File: src/sv/nnsc_pkg.sv
// Shared types and constants for the nearest-neighbor scale address generator.
package nnsc_pkg;

   localparam int DIM_W      = 12;
   localparam int LVL_W      = 4;
   localparam int CSR_IDX_W  = 3;
   localparam int CSR_DATA_W = 24;
   localparam int BASE_W     = 24;

   localparam logic [CSR_IDX_W-1:0] CSR_SRC_WIDTH  = 3'd0;
   localparam logic [CSR_IDX_W-1:0] CSR_SRC_HEIGHT = 3'd1;
   localparam logic [CSR_IDX_W-1:0] CSR_DST_WIDTH  = 3'd2;
   localparam logic [CSR_IDX_W-1:0] CSR_DST_HEIGHT = 3'd3;
   localparam logic [CSR_IDX_W-1:0] CSR_LEVEL_CNT  = 3'd4;
   localparam logic [CSR_IDX_W-1:0] CSR_SRC_BASE   = 3'd5;
   localparam logic [CSR_IDX_W-1:0] CSR_DST_BASE   = 3'd6;

   typedef enum logic [2:0] {
      ST_POP,
      ST_DX,
      ST_DXW,
      ST_DY,
      ST_DYW,
      ST_MUL,
      ST_SUM
   } back_state_type;

   typedef struct packed {
      logic valid;
      logic restart;
   } queue_head_type;

   function automatic logic [DIM_W-1:0] halve(input logic [DIM_W-1:0] v);
      halve = (v > DIM_W'(1)) ? (v >> 1) : v;
   endfunction

endpackage

File: src/sv/nnsc_if.sv
// Request and response channel interfaces.
interface nnsc_req_if;
   logic valid;
   logic ready;
   logic restart;
   modport source (output valid, output restart, input ready);
   modport sink (input valid, input restart, output ready);
endinterface

interface nnsc_rsp_if #(parameter int ADDR_BITS = 24);
   logic                 valid;
   logic                 ready;
   logic                 valid_res;
   logic [ADDR_BITS-1:0] src_addr;
   logic [ADDR_BITS-1:0] dst_addr;
   logic [3:0]           mip_level;
   logic                 level_end;
   logic                 job_end;
   modport source (output valid, output valid_res, output src_addr, output dst_addr,
                   output mip_level, output level_end, output job_end, input ready);
   modport sink (input valid, input valid_res, input src_addr, input dst_addr,
                 input mip_level, input level_end, input job_end, output ready);
endinterface

File: src/sv/nn_scale_mip_address_gen.sv
// Top level of the nearest-neighbor scale and mip chain address generator.
// Usage:
//  req_chan carries one request per item: restart=1 starts the job at level 0
//  pixel 0, restart=0 steps to the next destination pixel. Each request gives
//  exactly one response on rsp_chan: a source/destination address pair with
//  its mip level and level/job end flags, or valid_res=0 with zero fields when
//  no job is running. csr_* writes the dimension, level count and base
//  registers; write them only while no request is outstanding.
//  A plain pixel step passes the queue, the multiply state and the address
//  sum state before its response is registered; a request with no job
//  running is answered straight from the pop. A restart or level change
//  first runs two 12-bit quotient/remainder divisions on the shared serial divider.
//  Requests are worked one at a time; a two-entry request queue and the
//  response register let the requester keep going while a response waits.
//  Reset: registers return to dimensions 1, one level, bases 0, and the block
//  reports no job until a restart. A stalled rsp_chan holds the response and
//  stops the walker; the queue then fills and req_chan ready drops.
module nn_scale_mip_address_gen #(
   parameter int MAX_DIM    = 2048,
   parameter int ADDR_BITS  = 24,
   parameter int MAX_LEVELS = 12
) (
   input  logic                            clock,
   input  logic                            reset,
   nnsc_req_if.sink                        req_chan,
   nnsc_rsp_if.source                      rsp_chan,
   input  logic                            csr_we,
   input  logic [nnsc_pkg::CSR_IDX_W-1:0]  csr_index,
   input  logic [nnsc_pkg::CSR_DATA_W-1:0] csr_wdata
);
   import nnsc_pkg::*;

   queue_head_type head;
   logic           pop;

   nnsc_front u_front (
      .clock (clock),
      .reset (reset),
      .req   (req_chan),
      .pop   (pop),
      .head  (head)
   );

   nnsc_back #(
      .MAX_DIM    (MAX_DIM),
      .ADDR_BITS  (ADDR_BITS),
      .MAX_LEVELS (MAX_LEVELS)
   ) u_back (
      .clock     (clock),
      .reset     (reset),
      .csr_we    (csr_we),
      .csr_index (csr_index),
      .csr_wdata (csr_wdata),
      .head      (head),
      .pop       (pop),
      .rsp       (rsp_chan)
   );
endmodule

File: src/sv/nnsc_front.sv
// Request intake: two-entry queue of requests ahead of the generator.
module nnsc_front (
   input  logic                    clock,
   input  logic                    reset,
   nnsc_req_if.sink                req,
   input  logic                    pop,
   output nnsc_pkg::queue_head_type head
);
   import nnsc_pkg::*;

   logic [1:0] vld_ff, vld_in;
   logic [1:0] rst_ff, rst_in;
   logic       push;

   assign req.ready = ~vld_ff[1];
   assign push      = req.valid & req.ready;
   assign head.valid   = vld_ff[0];
   assign head.restart = rst_ff[0];

   always_comb begin
      vld_in = vld_ff;
      rst_in = rst_ff;
      if (pop) begin
         vld_in = {1'b0, vld_ff[1]};
         rst_in = {1'b0, rst_ff[1]};
      end
      if (push) begin
         if (!vld_in[0]) begin
            vld_in[0] = 1'b1;
            rst_in[0] = req.restart;
         end else begin
            vld_in[1] = 1'b1;
            rst_in[1] = req.restart;
         end
      end
   end

   always_ff @(posedge clock) begin
      if (reset) begin
         vld_ff <= '0;
      end else begin
         vld_ff <= vld_in;
      end
      rst_ff <= rst_in;
   end
endmodule

File: src/sv/nnsc_div.sv
// Restoring divider, one quotient bit per cycle.
module nnsc_div (
   input  logic                       clock,
   input  logic                       reset,
   input  logic                       start,
   input  logic [nnsc_pkg::DIM_W-1:0] dividend,
   input  logic [nnsc_pkg::DIM_W-1:0] divisor,
   output logic                       busy,
   output logic [nnsc_pkg::DIM_W-1:0] quotient,
   output logic [nnsc_pkg::DIM_W-1:0] remainder
);
   import nnsc_pkg::*;

   localparam int CNT_W = $clog2(DIM_W + 1);

   logic [DIM_W:0]   rem_ff, rem_in;
   logic [DIM_W-1:0] quo_ff, quo_in;
   logic [DIM_W-1:0] dsr_ff, dsr_in;
   logic [CNT_W-1:0] cnt_ff, cnt_in;
   logic [DIM_W:0]   trial;

   assign busy      = cnt_ff != '0;
   assign quotient  = quo_ff;
   assign remainder = rem_ff[DIM_W-1:0];
   assign trial     = {rem_ff[DIM_W-1:0], quo_ff[DIM_W-1]};

   always_comb begin
      rem_in = rem_ff;
      quo_in = quo_ff;
      dsr_in = dsr_ff;
      cnt_in = cnt_ff;
      if (start) begin
         rem_in = '0;
         quo_in = dividend;
         dsr_in = divisor;
         cnt_in = CNT_W'(DIM_W);
      end else if (busy) begin
         cnt_in = cnt_ff - CNT_W'(1);
         if (trial >= {1'b0, dsr_ff}) begin
            rem_in = trial - {1'b0, dsr_ff};
            quo_in = {quo_ff[DIM_W-2:0], 1'b1};
         end else begin
            rem_in = trial;
            quo_in = {quo_ff[DIM_W-2:0], 1'b0};
         end
      end
   end

   always_ff @(posedge clock) begin
      if (reset) begin
         cnt_ff <= '0;
      end else begin
         cnt_ff <= cnt_in;
      end
      rem_ff <= rem_in;
      quo_ff <= quo_in;
      dsr_ff <= dsr_in;
   end
endmodule

File: src/sv/nnsc_back.sv
// Address walker: position stepping, level setup and response register.
module nnsc_back #(
   parameter int MAX_DIM    = 2048,
   parameter int ADDR_BITS  = 24,
   parameter int MAX_LEVELS = 12
) (
   input  logic                            clock,
   input  logic                            reset,
   input  logic                            csr_we,
   input  logic [nnsc_pkg::CSR_IDX_W-1:0]  csr_index,
   input  logic [nnsc_pkg::CSR_DATA_W-1:0] csr_wdata,
   input  nnsc_pkg::queue_head_type        head,
   output logic                            pop,
   nnsc_rsp_if.source                      rsp
);
   import nnsc_pkg::*;

   typedef logic [DIM_W-1:0]     dim_type;
   typedef logic [ADDR_BITS-1:0] addr_type;

   dim_type           cfg_sw_ff, cfg_sh_ff, cfg_dw_ff, cfg_dh_ff;
   logic [LVL_W-1:0]  cfg_lc_ff;
   logic [BASE_W-1:0] cfg_sb_ff, cfg_db_ff;

   back_state_type state_ff, state_in;
   dim_type    sw_ff, sh_ff, dw_ff, dh_ff;
   dim_type    qx_ff, rx_ff, qy_ff, ry_ff;
   dim_type    dcol_ff, drow_ff, scol_ff, srow_ff, crem_ff, rrem_ff;
   logic [LVL_W-1:0] lvl_ff;
   addr_type   soff_ff, doff_ff;
   logic       fin_ff;
   logic [2*DIM_W-1:0] sprod_ff, dprod_ff;
   logic       lend_ff, jend_ff;

   logic       out_vld_ff;
   logic       out_res_ff;
   addr_type   out_sa_ff, out_da_ff;
   logic [LVL_W-1:0] out_lvl_ff;
   logic       out_lend_ff, out_jend_ff;

   logic       out_free, take;
   logic       div_start, div_busy;
   dim_type    div_a, div_b, div_q, div_r;
   logic       col_last, row_last, lvl_end, job_end;
   logic [LVL_W-1:0] eff_lvls;
   logic [DIM_W:0]   crem_sum, rrem_sum;

   function automatic dim_type clamp_dim(input dim_type v);
      if (v == '0) begin
         clamp_dim = DIM_W'(1);
      end else if (32'(v) > 32'(MAX_DIM)) begin
         clamp_dim = DIM_W'(MAX_DIM);
      end else begin
         clamp_dim = v;
      end
   endfunction

   nnsc_div u_div (
      .clock     (clock),
      .reset     (reset),
      .start     (div_start),
      .dividend  (div_a),
      .divisor   (div_b),
      .busy      (div_busy),
      .quotient  (div_q),
      .remainder (div_r)
   );

   assign out_free = ~out_vld_ff | rsp.ready;
   assign take     = (state_ff == ST_POP) & head.valid & out_free;
   assign pop      = take;

   always_comb begin
      if (cfg_lc_ff == '0) begin
         eff_lvls = LVL_W'(1);
      end else if (32'(cfg_lc_ff) > 32'(MAX_LEVELS)) begin
         eff_lvls = LVL_W'(MAX_LEVELS);
      end else begin
         eff_lvls = cfg_lc_ff;
      end
   end

   assign col_last = ({1'b0, dcol_ff} + (DIM_W+1)'(1)) >= {1'b0, dw_ff};
   assign row_last = ({1'b0, drow_ff} + (DIM_W+1)'(1)) >= {1'b0, dh_ff};
   assign lvl_end  = col_last & row_last;
   assign job_end  = lvl_end & (({1'b0, lvl_ff} + (LVL_W+1)'(1)) >= {1'b0, eff_lvls});
   assign crem_sum = {1'b0, crem_ff} + {1'b0, rx_ff};
   assign rrem_sum = {1'b0, rrem_ff} + {1'b0, ry_ff};

   assign div_start = (state_ff == ST_DX) | (state_ff == ST_DY);
   assign div_a     = (state_ff == ST_DX) ? sw_ff : sh_ff;
   assign div_b     = (state_ff == ST_DX) ? dw_ff : dh_ff;

   always_comb begin
      state_in = state_ff;
      case (state_ff)
         ST_POP: begin
            if (take) begin
               if (head.restart) begin
                  state_in = ST_DX;
               end else if (fin_ff || job_end) begin
                  state_in = ST_POP;
               end else if (col_last && row_last) begin
                  state_in = ST_DX;
               end else begin
                  state_in = ST_MUL;
               end
            end
         end
         ST_DX:  state_in = ST_DXW;
         ST_DXW: if (!div_busy) state_in = ST_DY;
         ST_DY:  state_in = ST_DYW;
         ST_DYW: if (!div_busy) state_in = ST_MUL;
         ST_MUL: state_in = ST_SUM;
         ST_SUM: state_in = ST_POP;
         default: state_in = ST_POP;
      endcase
   end

   always_ff @(posedge clock) begin
      if (reset) begin
         state_ff <= ST_POP;
      end else begin
         state_ff <= state_in;
      end
   end

   always_ff @(posedge clock) begin
      if (reset) begin
         cfg_sw_ff <= DIM_W'(1);
         cfg_sh_ff <= DIM_W'(1);
         cfg_dw_ff <= DIM_W'(1);
         cfg_dh_ff <= DIM_W'(1);
         cfg_lc_ff <= LVL_W'(1);
         cfg_sb_ff <= '0;
         cfg_db_ff <= '0;
      end else if (csr_we) begin
         case (csr_index)
            CSR_SRC_WIDTH:  cfg_sw_ff <= csr_wdata[DIM_W-1:0];
            CSR_SRC_HEIGHT: cfg_sh_ff <= csr_wdata[DIM_W-1:0];
            CSR_DST_WIDTH:  cfg_dw_ff <= csr_wdata[DIM_W-1:0];
            CSR_DST_HEIGHT: cfg_dh_ff <= csr_wdata[DIM_W-1:0];
            CSR_LEVEL_CNT:  cfg_lc_ff <= csr_wdata[LVL_W-1:0];
            CSR_SRC_BASE:   cfg_sb_ff <= csr_wdata[BASE_W-1:0];
            CSR_DST_BASE:   cfg_db_ff <= csr_wdata[BASE_W-1:0];
            default: ;
         endcase
      end
   end

   always_ff @(posedge clock) begin
      if (reset) begin
         fin_ff     <= 1'b1;
         out_vld_ff <= 1'b0;
         lvl_ff     <= '0;
      end else begin
         if (out_vld_ff && rsp.ready) begin
            out_vld_ff <= 1'b0;
         end
         case (state_ff)
            ST_POP: begin
               if (take) begin
                  if (head.restart) begin
                     sw_ff   <= clamp_dim(cfg_sw_ff);
                     sh_ff   <= clamp_dim(cfg_sh_ff);
                     dw_ff   <= clamp_dim(cfg_dw_ff);
                     dh_ff   <= clamp_dim(cfg_dh_ff);
                     lvl_ff  <= '0;
                     dcol_ff <= '0;
                     drow_ff <= '0;
                     scol_ff <= '0;
                     srow_ff <= '0;
                     crem_ff <= '0;
                     rrem_ff <= '0;
                     soff_ff <= '0;
                     doff_ff <= '0;
                     fin_ff  <= 1'b0;
                  end else if (fin_ff || job_end) begin
                     fin_ff      <= 1'b1;
                     out_vld_ff  <= 1'b1;
                     out_res_ff  <= 1'b0;
                     out_sa_ff   <= '0;
                     out_da_ff   <= '0;
                     out_lvl_ff  <= '0;
                     out_lend_ff <= 1'b0;
                     out_jend_ff <= 1'b0;
                  end else if (!col_last) begin
                     dcol_ff <= dcol_ff + DIM_W'(1);
                     if (crem_sum >= {1'b0, dw_ff}) begin
                        crem_ff <= DIM_W'(crem_sum - {1'b0, dw_ff});
                        scol_ff <= scol_ff + qx_ff + DIM_W'(1);
                     end else begin
                        crem_ff <= crem_sum[DIM_W-1:0];
                        scol_ff <= scol_ff + qx_ff;
                     end
                  end else if (!row_last) begin
                     dcol_ff <= '0;
                     scol_ff <= '0;
                     crem_ff <= '0;
                     drow_ff <= drow_ff + DIM_W'(1);
                     if (rrem_sum >= {1'b0, dh_ff}) begin
                        rrem_ff <= DIM_W'(rrem_sum - {1'b0, dh_ff});
                        srow_ff <= srow_ff + qy_ff + DIM_W'(1);
                     end else begin
                        rrem_ff <= rrem_sum[DIM_W-1:0];
                        srow_ff <= srow_ff + qy_ff;
                     end
                  end else begin
                     soff_ff <= soff_ff + ADDR_BITS'({{DIM_W{1'b0}}, sw_ff}
                                                     * {{DIM_W{1'b0}}, sh_ff});
                     doff_ff <= doff_ff + ADDR_BITS'({{DIM_W{1'b0}}, dw_ff}
                                                     * {{DIM_W{1'b0}}, dh_ff});
                     sw_ff   <= halve(sw_ff);
                     sh_ff   <= halve(sh_ff);
                     dw_ff   <= halve(dw_ff);
                     dh_ff   <= halve(dh_ff);
                     lvl_ff  <= lvl_ff + LVL_W'(1);
                     dcol_ff <= '0;
                     drow_ff <= '0;
                     scol_ff <= '0;
                     srow_ff <= '0;
                     crem_ff <= '0;
                     rrem_ff <= '0;
                  end
               end
            end
            ST_DXW: begin
               if (!div_busy) begin
                  qx_ff <= div_q;
                  rx_ff <= div_r;
               end
            end
            ST_DYW: begin
               if (!div_busy) begin
                  qy_ff <= div_q;
                  ry_ff <= div_r;
               end
            end
            ST_MUL: begin
               sprod_ff <= srow_ff * sw_ff;
               dprod_ff <= drow_ff * dw_ff;
               lend_ff  <= lvl_end;
               jend_ff  <= job_end;
            end
            ST_SUM: begin
               out_vld_ff  <= 1'b1;
               out_res_ff  <= 1'b1;
               out_sa_ff   <= ADDR_BITS'(cfg_sb_ff) + soff_ff + ADDR_BITS'(sprod_ff)
                              + ADDR_BITS'(scol_ff);
               out_da_ff   <= ADDR_BITS'(cfg_db_ff) + doff_ff + ADDR_BITS'(dprod_ff)
                              + ADDR_BITS'(dcol_ff);
               out_lvl_ff  <= lvl_ff;
               out_lend_ff <= lend_ff;
               out_jend_ff <= jend_ff;
            end
            default: ;
         endcase
      end
   end

   assign rsp.valid     = out_vld_ff;
   assign rsp.valid_res = out_res_ff;
   assign rsp.src_addr  = out_sa_ff;
   assign rsp.dst_addr  = out_da_ff;
   assign rsp.mip_level = out_lvl_ff;
   assign rsp.level_end = out_lend_ff;
   assign rsp.job_end   = out_jend_ff;
endmodule

File: src/flat_wrapper.sv
// flat-port wrapper written by rule: the top's interface ports become plain ports
module nn_scale_mip_address_gen_flat import nnsc_pkg::*;
#(
   parameter int MAX_DIM    = 2048,
   parameter int ADDR_BITS  = 24,
   parameter int MAX_LEVELS = 12
)
  (clock, reset, csr_we, csr_index, csr_wdata, req_chan_valid, req_chan_restart, req_chan_ready, rsp_chan_valid, rsp_chan_valid_res, rsp_chan_src_addr, rsp_chan_dst_addr, rsp_chan_mip_level, rsp_chan_level_end, rsp_chan_job_end, rsp_chan_ready);
  nnsc_req_if req_chan_i ();
  nnsc_rsp_if #(.ADDR_BITS(ADDR_BITS)) rsp_chan_i ();
  input  logic clock;
  input  logic reset;
  input  logic csr_we;
  input  logic [nnsc_pkg::CSR_IDX_W-1:0] csr_index;
  input  logic [nnsc_pkg::CSR_DATA_W-1:0] csr_wdata;
  input wire logic [$bits(req_chan_i.valid)-1:0] req_chan_valid;
  input wire logic [$bits(req_chan_i.restart)-1:0] req_chan_restart;
  output wire logic [$bits(req_chan_i.ready)-1:0] req_chan_ready;
  output wire logic [$bits(rsp_chan_i.valid)-1:0] rsp_chan_valid;
  output wire logic [$bits(rsp_chan_i.valid_res)-1:0] rsp_chan_valid_res;
  output wire logic [$bits(rsp_chan_i.src_addr)-1:0] rsp_chan_src_addr;
  output wire logic [$bits(rsp_chan_i.dst_addr)-1:0] rsp_chan_dst_addr;
  output wire logic [$bits(rsp_chan_i.mip_level)-1:0] rsp_chan_mip_level;
  output wire logic [$bits(rsp_chan_i.level_end)-1:0] rsp_chan_level_end;
  output wire logic [$bits(rsp_chan_i.job_end)-1:0] rsp_chan_job_end;
  input wire logic [$bits(rsp_chan_i.ready)-1:0] rsp_chan_ready;
  assign req_chan_i.valid = req_chan_valid;
  assign req_chan_i.restart = req_chan_restart;
  assign req_chan_ready = req_chan_i.ready;
  assign rsp_chan_valid = rsp_chan_i.valid;
  assign rsp_chan_valid_res = rsp_chan_i.valid_res;
  assign rsp_chan_src_addr = rsp_chan_i.src_addr;
  assign rsp_chan_dst_addr = rsp_chan_i.dst_addr;
  assign rsp_chan_mip_level = rsp_chan_i.mip_level;
  assign rsp_chan_level_end = rsp_chan_i.level_end;
  assign rsp_chan_job_end = rsp_chan_i.job_end;
  assign rsp_chan_i.ready = rsp_chan_ready;
  nn_scale_mip_address_gen #(.MAX_DIM(MAX_DIM), .ADDR_BITS(ADDR_BITS), .MAX_LEVELS(MAX_LEVELS)) u_core (.clock(clock), .reset(reset), .req_chan(req_chan_i), .rsp_chan(rsp_chan_i), .csr_we(csr_we), .csr_index(csr_index), .csr_wdata(csr_wdata));
endmodule
File: config.mk
export PLATFORM = sky130hd
export DESIGN_NAME = nn_scale_mip_address_gen_flat
export DESIGN_NICKNAME = d
export VERILOG_FILES = /design/src/sv/nnsc_pkg.sv /design/src/sv/nnsc_if.sv /design/src/sv/nn_scale_mip_address_gen.sv /design/src/sv/nnsc_front.sv /design/src/sv/nnsc_div.sv /design/src/sv/nnsc_back.sv /design/src/flat_wrapper.sv
export SDC_FILE = /design/constraint.sdc
export NUM_CORES = 2
export LEC_CHECK = 0
export BUFFER_PORTS_ARGS = -buffer_cell sky130_fd_sc_hd__buf_2
export CORE_ASPECT_RATIO = 0.6
export CORE_MARGIN = 2
export CORE_UTILIZATION = 45
export DETAILED_ROUTE_END_ITERATION = 10
export HOLD_SLACK_MARGIN = 0.03
export SYNTH_ARGS = -nofsm -noshare
export SYNTH_HDL_FRONTEND = slang
export SYNTH_HIERARCHICAL = 1
export SYNTH_SLANG_ARGS = --single-unit
File: constraint.sdc
create_clock -name clock -period 16.53 [get_ports clock]
set_clock_uncertainty 0.05 [all_clocks]
set_input_delay 2.4795 -clock clock [delete_from_list [all_inputs] [get_ports clock]]
set_output_delay 2.4795 -clock clock [all_outputs]
set_load 0.02 [all_outputs]
==> implementation parameters <==
Parameter                              Value

Logic synthesis
  Number of warning messages in the yosys log    6
  Netlist area before placement    0.0461 mm²
  Number of nets produced by synthesis    5867
  Post-synthesis cell type count    87
  Synthesis-stage register bit count    474
  Count of flip-flops with a built-in enable after synthesis    345
  Fraction of registers with async set or reset after synthesis    0%
  Synthesized instance count    4882
  Leading register cell type out of synthesis    edfxtp_1
  Register area share after synthesis    28.1%
  Average cell area after synthesis    9.43 µm²

Timing
  Relative slew margins    15.6%
  Setup slack after layout    9590 ps
  Hold violation total from the final report    0
  Setup Viol. Count Final    0
  Period utilization    42.0%
  Worst Max-Slew Pin Slew    1260 ps
  Max frequency    144 MHz
  Unrepaired setup endpoints after global routing    no
  Min cycle time layout    6940 ps
  Tightest hold margin    424 ps
  Number of max-slew violations in the final report    0
  Summed negative setup slack over all endpoints    0 ps

Clock tree
  Clock Pin Slew Worst Setup and Hold Paths    70 ps
  Deepest level of the CTS H-tree    2
  CTS tree    done
  Number of sinks on the clock net    474
  Number of CTS-inserted buffers    51
  CTS Hold Bufs    0
  Post-CTS Setup Repair Bufs    0
  CTS root buffer    clkbuf_16
  Number of buffers between clock root and the deepest sink    3
  PostCTS Resize Cnt    0
  Worst skew pair latency    630 ps

Run
  Reported max-cap violation count    0

Hold path
  Hold Crit Class    flop to flop
  Worst hold path cell count    0

Global route
  GRT met2 Usage    30.5%
  Total global routing overflow    0
  Most used routing layer    met1
  Pin count of the biggest net entering global routing    91
  Met3 Resource Use GR    12.4%
  Number of global-route vias before repair    32.5k
  Initial antenna violation count    17
  Met1 track utilization from global routing    40.9%
  Global-route wire length before repair    204000 µm
  All-Layer GR Usage    25.8%

Critical path
  Kind of start point of the critical path    flop
  Combined buffer and inverter count along the critical path    5
  Launch point of the critical path    u_core/u_back/dw_ff[4]$_DFFE_PP_
  Required time at the worst-slack endpoint    16850 ps
  Worst Path Class, Setup    flop to flop
  Endpoint of the most critical setup path    u_core/u_back/doff_ff[22]$_SDFFCE_PP0P_
  Reg-to-reg slack, setup    9590 ps
  Cell with the largest stage delay on the worst path    edfxtp_1
  Worst path depth    20
  Kind of end point of the critical path    flop
  Source of the worst register-to-register timing path    u_core/u_back/dw_ff[4]$_DFFE_PP_
  Top cell family by delay on the critical path    adder cells
  Maximum fanout encountered on the critical timing path    21
  CP Cell Sequence    clkinv_1 > nor2_1 > fa_1 > inv_1 > fa_1 > inv_1 > fa_1 > inv_1 > fa_1 > fa_1 > inv_1 > ha_1 > nor2b_1 > a311o_1 > o31ai_1 > o2111ai_1 > a21boi_0 > o211ai_1 > o21ai_0 > mux2_2
  Worst R2R End    u_core/u_back/doff_ff[22]$_SDFFCE_PP0P_
  Maximum single-stage delay on the critical path    870 ps
  Depth of the worst register-to-register path    20
  Critical Path AT    7250 ps
  Crit-path most repeated cell    fa_1

Final layout
  Number of nets at the end of the flow    5878
  Storage cell area    0.0129 mm²
  Post-synthesis to final-layout area growth    7.79%
  Multi-input gate area in the final layout    0.0295 mm²
  Number of filler instances in the final layout    9438
  Ratio of cells with drive above 1 in the final layout    5.55%
  Final core area utilization    49.2%

Detailed routing
  Detail-routed via count per cell    5.41
  Routed vias    34.0k
  Router iterations before antenna repair    5
  Antenna violation net count after detailed routing    0
  Violation count after the first detailed-route iteration    3521
  Routed length per instance    21.6 µm
  Post-route DRC violation count    0
  Final Routed Wirelength    135000 µm

Floorplan
  IO Count    90
  Site Rows    90
  Die height    252 µm
  Die outline area    0.105 mm²
  CORE AREA    0.101 mm²
  Starting density of the core    45.6%
  Chip Width    417 µm

Place
  Routability congestion estimate from global placement    1.01
  Setup slack after placement    9730 ps
  Input/output buffers    89
  Post-detailed-placement half-perimeter wirelength    107000 µm

Run status
  Status    completed
## Yosys cell counts, types with 5 or more instances
| cell type | number | area [µm²] |
|---|---|---|
| o211ai_1 | 12 | 90.1 |
| nand3_1 | 57 | 285 |
| nand2_1 | 660 | 2480 |
| nor3b_1 | 7 | 52.6 |
| o21ai_0 | 148 | 741 |
| clkbuf_1 | 162 | 608 |
| nor2b_1 | 62 | 388 |
| nor3_1 | 59 | 295 |
| a21oi_1 | 260 | 1300 |
| ha_1 | 431 | 5390 |
| o2111ai_1 | 7 | 61.3 |
| o41ai_1 | 5 | 43.8 |
| a21o_1 | 61 | 458 |
| or3_1 | 20 | 125 |
| dfxtp_1 | 129 | 2580 |
| mux2i_1 | 13 | 130 |
| and4_1 | 5 | 43.8 |
| a41oi_1 | 8 | 70.1 |
| a31oi_1 | 16 | 100 |
| nor4_1 | 29 | 181 |
| a31o_2 | 7 | 61.3 |
| or2_2 | 6 | 37.5 |
| xor2_1 | 85 | 744 |
| nand3b_1 | 28 | 210 |
| inv_1 | 793 | 2980 |
| nand2b_1 | 30 | 188 |
| nor2_1 | 355 | 1330 |
| edfxtp_1 | 345 | 10400 |
| mux2_2 | 18 | 203 |
| o31ai_1 | 12 | 90.1 |
| and2_1 | 179 | 1120 |
| a21boi_0 | 7 | 52.6 |
| nand4_1 | 15 | 93.8 |
| o21bai_1 | 17 | 128 |
| and3_1 | 21 | 131 |
| xnor2_1 | 131 | 1150 |
| fa_1 | 521 | 10400 |
| a211oi_1 | 29 | 218 |
| clkinv_1 | 9 | 33.8 |
| o311ai_0 | 5 | 43.8 |
| o311a_1 | 6 | 60.1 |
| o21a_1 | 24 | 180 |
## state kept, by name, indices dropped and copies added (netlist names), 24 cells and up
signal                      count
u_core/u_back/cfg_db_ff        24
u_core/u_back/sprod_ff         24
u_core/u_back/rsp.src_addr     24
u_core/u_back/cfg_sb_ff        24
u_core/u_back/soff_ff          24
u_core/u_back/dprod_ff         24
u_core/u_back/doff_ff          24
u_core/u_back/rsp.dst_addr     24
## layout make-up
| class | instances | area share, % |
|---|---|---|
| flip-flops and latches | 474 | 26.1 |
| diodes | 4 | 0.0202 |
| multi-input cells | 3432 | 59.4 |
| clock buffers | 69 | 2.92 |
| clock inverters | 26 | 0.628 |
| well taps | 1334 | 3.36 |
| inverters | 802 | 6.06 |
| repair buffers | 132 | 1.55 |
## per-layer routing
metal | share of wire [%] | wire length (µm)
met3 | 15 | 20000
met5 | 0.11 | 152
met4 | 1.6 | 2170
met1 | 49 | 66100
met2 | 35 | 46800
## worst min-delay path by stage
stage                                                    from                                 endpoint  slack [ps]
CTS                   u_core/u_back/cfg_sw_ff[5]$_SDFFE_PP0P_  u_core/u_back/cfg_sw_ff[5]$_SDFFE_PP0P_         420
global placement      u_core/u_back/cfg_sh_ff[3]$_SDFFE_PP0P_  u_core/u_back/cfg_sh_ff[3]$_SDFFE_PP0P_         410
floorplan           u_core/u_back/u_div/quotient[0]$_DFFE_PP_         u_core/u_back/qx_ff[0]$_DFFE_PP_         390
global route        u_core/u_back/u_div/quotient[7]$_DFFE_PP_         u_core/u_back/qy_ff[7]$_DFFE_PP_         440
detailed placement    u_core/u_back/cfg_sh_ff[3]$_SDFFE_PP0P_  u_core/u_back/cfg_sh_ff[3]$_SDFFE_PP0P_         410
finish              u_core/u_back/u_div/quotient[7]$_DFFE_PP_         u_core/u_back/qy_ff[7]$_DFFE_PP_         420
## cells in the final DEF (no fill, tap or decap), types with 128 or more instances in the layout
master	instances
a21oi_1	259
and2_1	179
dfxtp_1	128
edfxtp_1	345
fa_1	521
ha_1	431
inv_1	792
nand2_1	660
nor2_1	351
o21ai_0	148
xnor2_1	131
## per-stage QoR
| stage | area [µm²] | instances |
|---|---|---|
| after floorplan | 46100 | 4882 |
| after global placement | 47900 | 6174 |
| after detailed placement | 47900 | 6174 |
| after CTS | 49600 | 6269 |
| after global routing | 49600 | 6273 |
| final | 49600 | 6273 |
## cell families after synthesis
kind of cell | synth area share, %
AOI/OAI and AO/OA | 9.08
xor gates and xnor gates | 4.11
adders and majority gates | 34.4
and+or+nand+nor | 15.6
DFF | 28.1
buffers and inverters | 8.04
muxes | 0.723
Power is not shown: default switching activity piles up to over one toggle a cycle in this logic, so the estimate is an artifact.
